$ cat src/hw/rtl/sss_pkg.sv
// Shared codes, field widths and types for the segmented stack set.
// Used by sss_ctrl and segmented_stack_set; no dependencies of its own.
`timescale 1ns / 1ps

package sss_pkg;

    localparam int OP_W   = 2;
    localparam int STAT_W = 2;
    localparam int IDX_W  = 4;
    localparam int CFG_W  = 5;

    localparam logic [OP_W-1:0] OP_PUSH   = 2'd0;
    localparam logic [OP_W-1:0] OP_POP    = 2'd1;
    localparam logic [OP_W-1:0] OP_POP_AT = 2'd2;
    localparam logic [OP_W-1:0] OP_NOP    = 2'd3;

    localparam logic [STAT_W-1:0] ST_OK     = 2'd0;
    localparam logic [STAT_W-1:0] ST_EMPTY  = 2'd1;
    localparam logic [STAT_W-1:0] ST_FULL   = 2'd2;
    localparam logic [STAT_W-1:0] ST_BEYOND = 2'd3;

    localparam logic [CFG_W-1:0] CAP_RESET = 5'd16;

    typedef struct packed {
        logic              pop_ok;
        logic [STAT_W-1:0] status;
    } t_stat;

endpackage

$ cat src/hw/rtl/sss_ctrl.sv
// Control for the segmented stack set: fill counts, current sub-stack, capacity register,
// and the per-item decision that drives the value RAM. Depends on sss_pkg.
`timescale 1ns / 1ps

module sss_ctrl
    import sss_pkg::*;
#(
    parameter int NUM_SUB_STACKS = 16,
    parameter int MAX_CAPACITY   = 16,
    parameter int DATA_WIDTH     = 32,
    localparam int SW = $clog2(NUM_SUB_STACKS),
    localparam int IW = (SW > IDX_W) ? SW : IDX_W,
    localparam int AW = $clog2(NUM_SUB_STACKS * MAX_CAPACITY)
) (
    input  logic                  i_clk,
    input  logic                  i_rst_n,
    input  logic                  i_cfg_we,
    input  logic [CFG_W-1:0]      i_cfg_wdata,
    input  logic                  i_fire,
    input  logic [OP_W-1:0]       i_op,
    input  logic [DATA_WIDTH-1:0] i_value,
    input  logic [IW-1:0]         i_idx,
    output t_stat                 o_stat,
    output logic [SW-1:0]         o_cur,
    output logic                  o_ram_we,
    output logic [AW-1:0]         o_ram_waddr,
    output logic [DATA_WIDTH-1:0] o_ram_wdata,
    output logic                  o_ram_re,
    output logic [AW-1:0]         o_ram_raddr
);

    localparam int CW = $clog2(MAX_CAPACITY + 1);
    localparam int XW = (CW > CFG_W) ? CW : CFG_W;

    logic [CFG_W-1:0] r_cap;
    logic [CW-1:0]    r_fill [NUM_SUB_STACKS];
    logic [SW-1:0]    r_cur;
    logic [CW-1:0]    r_cur_fill;

    logic [SW-1:0]    n_cur;
    logic [CW-1:0]    n_cur_fill;

    logic [XW-1:0]    cap_raw;
    logic [XW-1:0]    cap_eff;
    logic             cur_is_last;
    logic             idx_lt_cur;
    logic [SW-1:0]    rd_sel;
    logic [CW-1:0]    rd_fill;
    logic             fw_en;
    logic [SW-1:0]    fw_sel;
    logic [CW-1:0]    fw_val;
    t_stat            stat;

    function automatic logic [AW-1:0] slot_addr(input logic [SW-1:0] s, input logic [CW-1:0] f);
        slot_addr = AW'(s) * AW'(MAX_CAPACITY) + AW'(f);
    endfunction

    // A zero capacity acts as one; anything above the store's row size saturates.
    always_comb begin
        cap_raw = XW'(r_cap);
        if (cap_raw == '0) begin
            cap_eff = XW'(1);
        end else if (cap_raw > XW'(MAX_CAPACITY)) begin
            cap_eff = XW'(MAX_CAPACITY);
        end else begin
            cap_eff = cap_raw;
        end
    end

    assign cur_is_last = (r_cur == SW'(NUM_SUB_STACKS - 1));
    assign idx_lt_cur  = (i_idx < IW'(r_cur));

    // Sub-stacks above the current one are always empty, so only one count is read from
    // the array: the named sub-stack for a pop below the current one, otherwise the one
    // below current, which becomes current if this item empties the current sub-stack.
    assign rd_sel  = (i_op == OP_POP_AT && idx_lt_cur) ? i_idx[SW-1:0] : r_cur - 1'b1;
    assign rd_fill = r_fill[rd_sel];

    always_comb begin
        n_cur       = r_cur;
        n_cur_fill  = r_cur_fill;
        fw_en       = 1'b0;
        fw_sel      = r_cur;
        fw_val      = r_cur_fill;
        stat        = '{pop_ok: 1'b0, status: ST_OK};
        o_ram_we    = 1'b0;
        o_ram_waddr = slot_addr(r_cur, r_cur_fill);
        o_ram_wdata = i_value;
        o_ram_re    = 1'b0;
        o_ram_raddr = slot_addr(r_cur, r_cur_fill - 1'b1);

        case (i_op) inside
            OP_PUSH: begin
                if (XW'(r_cur_fill) >= cap_eff) begin
                    if (cur_is_last) begin
                        stat.status = ST_FULL;
                    end else begin
                        n_cur       = r_cur + 1'b1;
                        n_cur_fill  = CW'(1);
                        fw_en       = 1'b1;
                        fw_sel      = r_cur + 1'b1;
                        fw_val      = CW'(1);
                        o_ram_we    = 1'b1;
                        o_ram_waddr = slot_addr(r_cur + 1'b1, '0);
                    end
                end else begin
                    n_cur_fill = r_cur_fill + 1'b1;
                    fw_en      = 1'b1;
                    fw_val     = r_cur_fill + 1'b1;
                    o_ram_we   = 1'b1;
                end
            end
            OP_POP, OP_POP_AT: begin
                if (i_op == OP_POP_AT && i_idx > IW'(r_cur)) begin
                    stat.status = ST_BEYOND;
                end else if (i_op == OP_POP_AT && idx_lt_cur) begin
                    if (rd_fill == '0) begin
                        stat.status = ST_EMPTY;
                    end else begin
                        stat.pop_ok = 1'b1;
                        fw_en       = 1'b1;
                        fw_sel      = i_idx[SW-1:0];
                        fw_val      = rd_fill - 1'b1;
                        o_ram_re    = 1'b1;
                        o_ram_raddr = slot_addr(i_idx[SW-1:0], rd_fill - 1'b1);
                    end
                end else if (r_cur_fill == '0) begin
                    stat.status = ST_EMPTY;
                end else begin
                    stat.pop_ok = 1'b1;
                    fw_en       = 1'b1;
                    fw_val      = r_cur_fill - 1'b1;
                    o_ram_re    = 1'b1;
                    if (r_cur_fill == CW'(1) && r_cur != '0) begin
                        n_cur      = r_cur - 1'b1;
                        n_cur_fill = rd_fill;
                    end else begin
                        n_cur_fill = r_cur_fill - 1'b1;
                    end
                end
            end
            default: begin
                stat.status = ST_OK;
            end
        endcase

        if (!i_fire) begin
            o_ram_we = 1'b0;
            o_ram_re = 1'b0;
        end
    end

    always_ff @(posedge i_clk) begin
        if (!i_rst_n) begin
            r_cap      <= CAP_RESET;
            r_cur      <= '0;
            r_cur_fill <= '0;
            for (int i = 0; i < NUM_SUB_STACKS; i++) begin
                r_fill[i] <= '0;
            end
        end else begin
            if (i_cfg_we) begin
                r_cap <= i_cfg_wdata;
            end
            if (i_fire) begin
                r_cur      <= n_cur;
                r_cur_fill <= n_cur_fill;
                if (fw_en) begin
                    r_fill[fw_sel] <= fw_val;
                end
            end
        end
    end

    assign o_stat = stat;
    assign o_cur  = n_cur;

`ifndef NO_ASSERTIONS
    a_cur_fill_mirror: assert property (@(posedge i_clk) disable iff (!i_rst_n)
        r_cur_fill == r_fill[r_cur])
        else $error("current fill register differs from the fill count array");

    a_above_empty: assert property (@(posedge i_clk) disable iff (!i_rst_n)
        !cur_is_last |-> r_fill[r_cur + 1'b1] == '0)
        else $error("sub-stack above the current one is not empty");

    a_fill_bound: assert property (@(posedge i_clk) disable iff (!i_rst_n)
        XW'(r_cur_fill) <= XW'(MAX_CAPACITY))
        else $error("fill count exceeds the row size");

    a_step_back: assert property (@(posedge i_clk) disable iff (!i_rst_n)
        i_fire && n_cur != r_cur && i_op != OP_PUSH |-> stat.pop_ok && r_cur_fill == CW'(1))
        else $error("current sub-stack moved back without emptying");
`endif

endmodule

$ cat config.mk
export PLATFORM = sky130hd
export DESIGN_NAME = sss_ctrl
export DESIGN_NICKNAME = d
export VERILOG_FILES = /design/src/hw/rtl/sss_pkg.sv /design/src/hw/rtl/sss_ctrl.sv
export SDC_FILE = /design/constraint.sdc
export NUM_CORES = 1
export LEC_CHECK = 0
export BUFFER_PORTS_ARGS = -buffer_cell sky130_fd_sc_hd__buf_2
export CORE_UTILIZATION = 52
export CTS_CLUSTER_SIZE = 10
export DETAILED_ROUTE_END_ITERATION = 7
export PLACE_DENSITY_LB_ADDON = 0.12
export SYNTH_ARGS = -nofsm -noshare
export SYNTH_HDL_FRONTEND = slang
export SYNTH_SLANG_ARGS = --single-unit
$ cat constraint.sdc
create_clock -name i_clk -period 4.76 [get_ports i_clk]
set_input_delay 0.714 -clock i_clk [delete_from_list [all_inputs] [get_ports i_clk]]
set_output_delay 0.714 -clock i_clk [all_outputs]
set_load 0.005 [all_outputs]
==> results.toml <==
[synth]
synth.avg_cell_area_um2 = 9.17
yosysSeqAreaShare_pct = 40.5
yosysTopAreaCellShare_pct = 36.3
synth_area_leaders = "edfxtp_1, mux2i_1, nor2_1"
yosys.area.top_type = "edfxtp_1"
synth_seq_cells = 94
async_flop_share_pct = 0
synthFlopType = "edfxtp_1"
mappedNetlistArea_um2 = 6620
synth_cell_type_count = 79
synth_fp_nets = 793
yosysMostFrequentCell = "nor2_1"
yosysWarnings = 0
synth_edf_count = 80
synthTopCellsByCount = "nor2_1, nand2_1, edfxtp_1"
syn_inst = 722

[cts]
cts_max_level = 3
cts_tree = "yes"
insertion_delay_ns = 0.36
clk_pin_slew_worst_paths_ns = 0.06
root_buffer = "clkbuf_16"
cts.sinks = 94
cts-hold-fix-buffers = 0
cts_buffers = 9
clock_path_buffers = 2

[setup_path]
endpoint_kind = "output port"
crit_slowest_cell = "o211ai_1"
required_ns = 4.05
crit_type = "input pin to output port"
path_max_fanout = 8
critPathMaxStageDelay_ns = 0.34
reg2reg_from = "r_cur[1]"
cp_common_cell = "buf_4"
cp_cell_sequence = "buf_2 > ha_4 > nor2b_4 > o21ba_4 > nor3_2 > a21oi_4 > clkbuf_16 > buf_4 > mux2i_1 > mux2_2 > o211ai_1 > buf_4 > buf_4 > a21o_1 > buf_4 > nand2_4 > mux2i_2 > buf_2"
cp-startpoint = "i_idx[1]"
crit_arrival_ns = 3.99
cp-start-kind = "input pin"

[grt]
antenna_found_initial = 0
grt_pass1_wl_mm = 30.6
grt_usage_pct = 31.2
grt_pass1_vias = 5652
grt-ovfl-total = 0
grt_max_degree = 23

[sta]
rsz0062_at_grt = "yes"
finalHoldViolCount = 0
post-route-min-period_ns = 4.71
worstMarginPinSlew_ns = 0.866
clock_skew_ns = 0.0132
tns_ns = 0
layout_setup_ws_ns = 0.0532
slew_viol_final = 0
whs_ns = 0.512
fmax_ghz = 0.212
max-slew-margin-rel_pct = 42.0
finalSetupViolCount = 0
timing.final.crit_share_pct = 98.9

[hold_path]
hp-start = "cap_raw[0]"
hold_path.class = "flip-flop to flip-flop"

[power]
power.total_mw = 2.38
cellPowerDensity_nw_per_um2 = 300
power.leakage_nw = 3.26
ir_drop_uv = 245

[floorplanning]
dieArea_um2 = 13200
io_pins = 104
fp.dieH_um = 115
fp.dieW_um = 115
initial_core_util_pct = 54.2
placementRows = 40
coreArea_um2 = 12200

[detailed_routing]
dr.pass1.iters = 7
post_drt_wl_per_cell_um = 20.4
vias_per_cell = 6.14
wl_mm = 20.0
drt_iter0_markers = 682
ant_nets = 0
vias = 6002
drc = 0

[layout]
nets = 875
final_core_util_pct = 65.1
drive_above_1_share_pct = 27.6
fin_area_um2 = 7950
fin_cells = 977
syn_to_final_growth_pct = 20.1
diodes = 0

[place]
dpl-instance-area_um2 = 7430
placed_cells = 953
dpl.hpwl_mm = 14.5
portBuffers = 39
dp_slack_ns = -0.299
place_congestion = 0.987

[outcome]
outcome = "complete, no violations"

[run]
maxCapViolations = 0
[path summary, 6_finish.rpt]
| kind | slack [ns] | to | cells past startpoint |
|---|---|---|---|
| setup reg to reg | 0.29 | r_fill[13][1] | 21 |
| hold / removal | 0.51 | cap_raw[0] | 2 |
| setup / recovery | 0.05 | o_ram_raddr[1] | 18 |
| hold reg to reg | 0.51 | cap_raw[0] | 2 |
[registers in the layout, indices dropped and copies added, names as in the netlist]
register and flops:
cap_raw 5, r_cur 4, r_cur_fill 5, r_fill 80
[cells in the final DEF, fill, tap and decap left out, types with 10 or more instances in the layout]
cell,n
clkbuf_16,10
mux2i_1,40
ha_1,19
buf_4,93
nand2_1,78
nor2_1,104
nand3_1,32
edfxtp_1,80
a32oi_1,10
buf_2,39
and2_1,11
a21oi_1,22
inv_1,11
o21ai_1,12
o21ai_0,30
dfxtp_1,14
nor2b_1,18
[worst max-delay path: cells and delay by family]
family                   cells  cell delay [ns]
buffers and inverters        7             1.07
AO/OA/AOI/OAI                4             0.84
multiplexers                 3             0.64
AND/OR/NAND/NOR              3             0.51
adder cells (fa/ha/maj)      1             0.21
[final cells by class]
| cell class | count | area [um2] |
|---|---|---|
| fill | 1024 | 4260 |
| clock inverter | 6 | 47.5 |
| inverter | 16 | 60.1 |
| clock buffer | 10 | 229 |
| sequential | 94 | 2680 |
| timing repair buffer | 140 | 1060 |
| tap | 168 | 210 |
| multi-input combinational | 543 | 3670 |
[cell families after synthesis]
group	Yosys count	synth area share, %
AND/OR/NAND/NOR	301	21.1
adder cells (fa/ha/maj)	24	4.53
XOR/XNOR	17	2.25
multiplexers	50	7.71
buffers and inverters	85	6.97
AO/OA/AOI/OAI	151	16.9
flip-flops	94	40.5
[power by group]
part           switching (mW)  internal (mW)
registers              0.0322          0.926
logic                   0.424          0.317
clock network           0.326          0.358
[metal layers]
metal  vias up  GRT usage (%)  part of all wire (%)
met1      2901           42.9                    43
met2       315           48.6                    45
met5         -              0                     0
met4         0           11.4                   2.2
li1       2741              -                     -
met3        45           6.75                   9.4
[timing repair]
action                     in CTS  in global routing
hold endpoints to repair        0                  0
buffers inserted                1                  7
pin swaps                       1                 11
resized for setup              12                 26
setup endpoints to repair      11                 50
gates cloned                    0                  1
No activity file was read; power rests on OpenSTA's default activity.
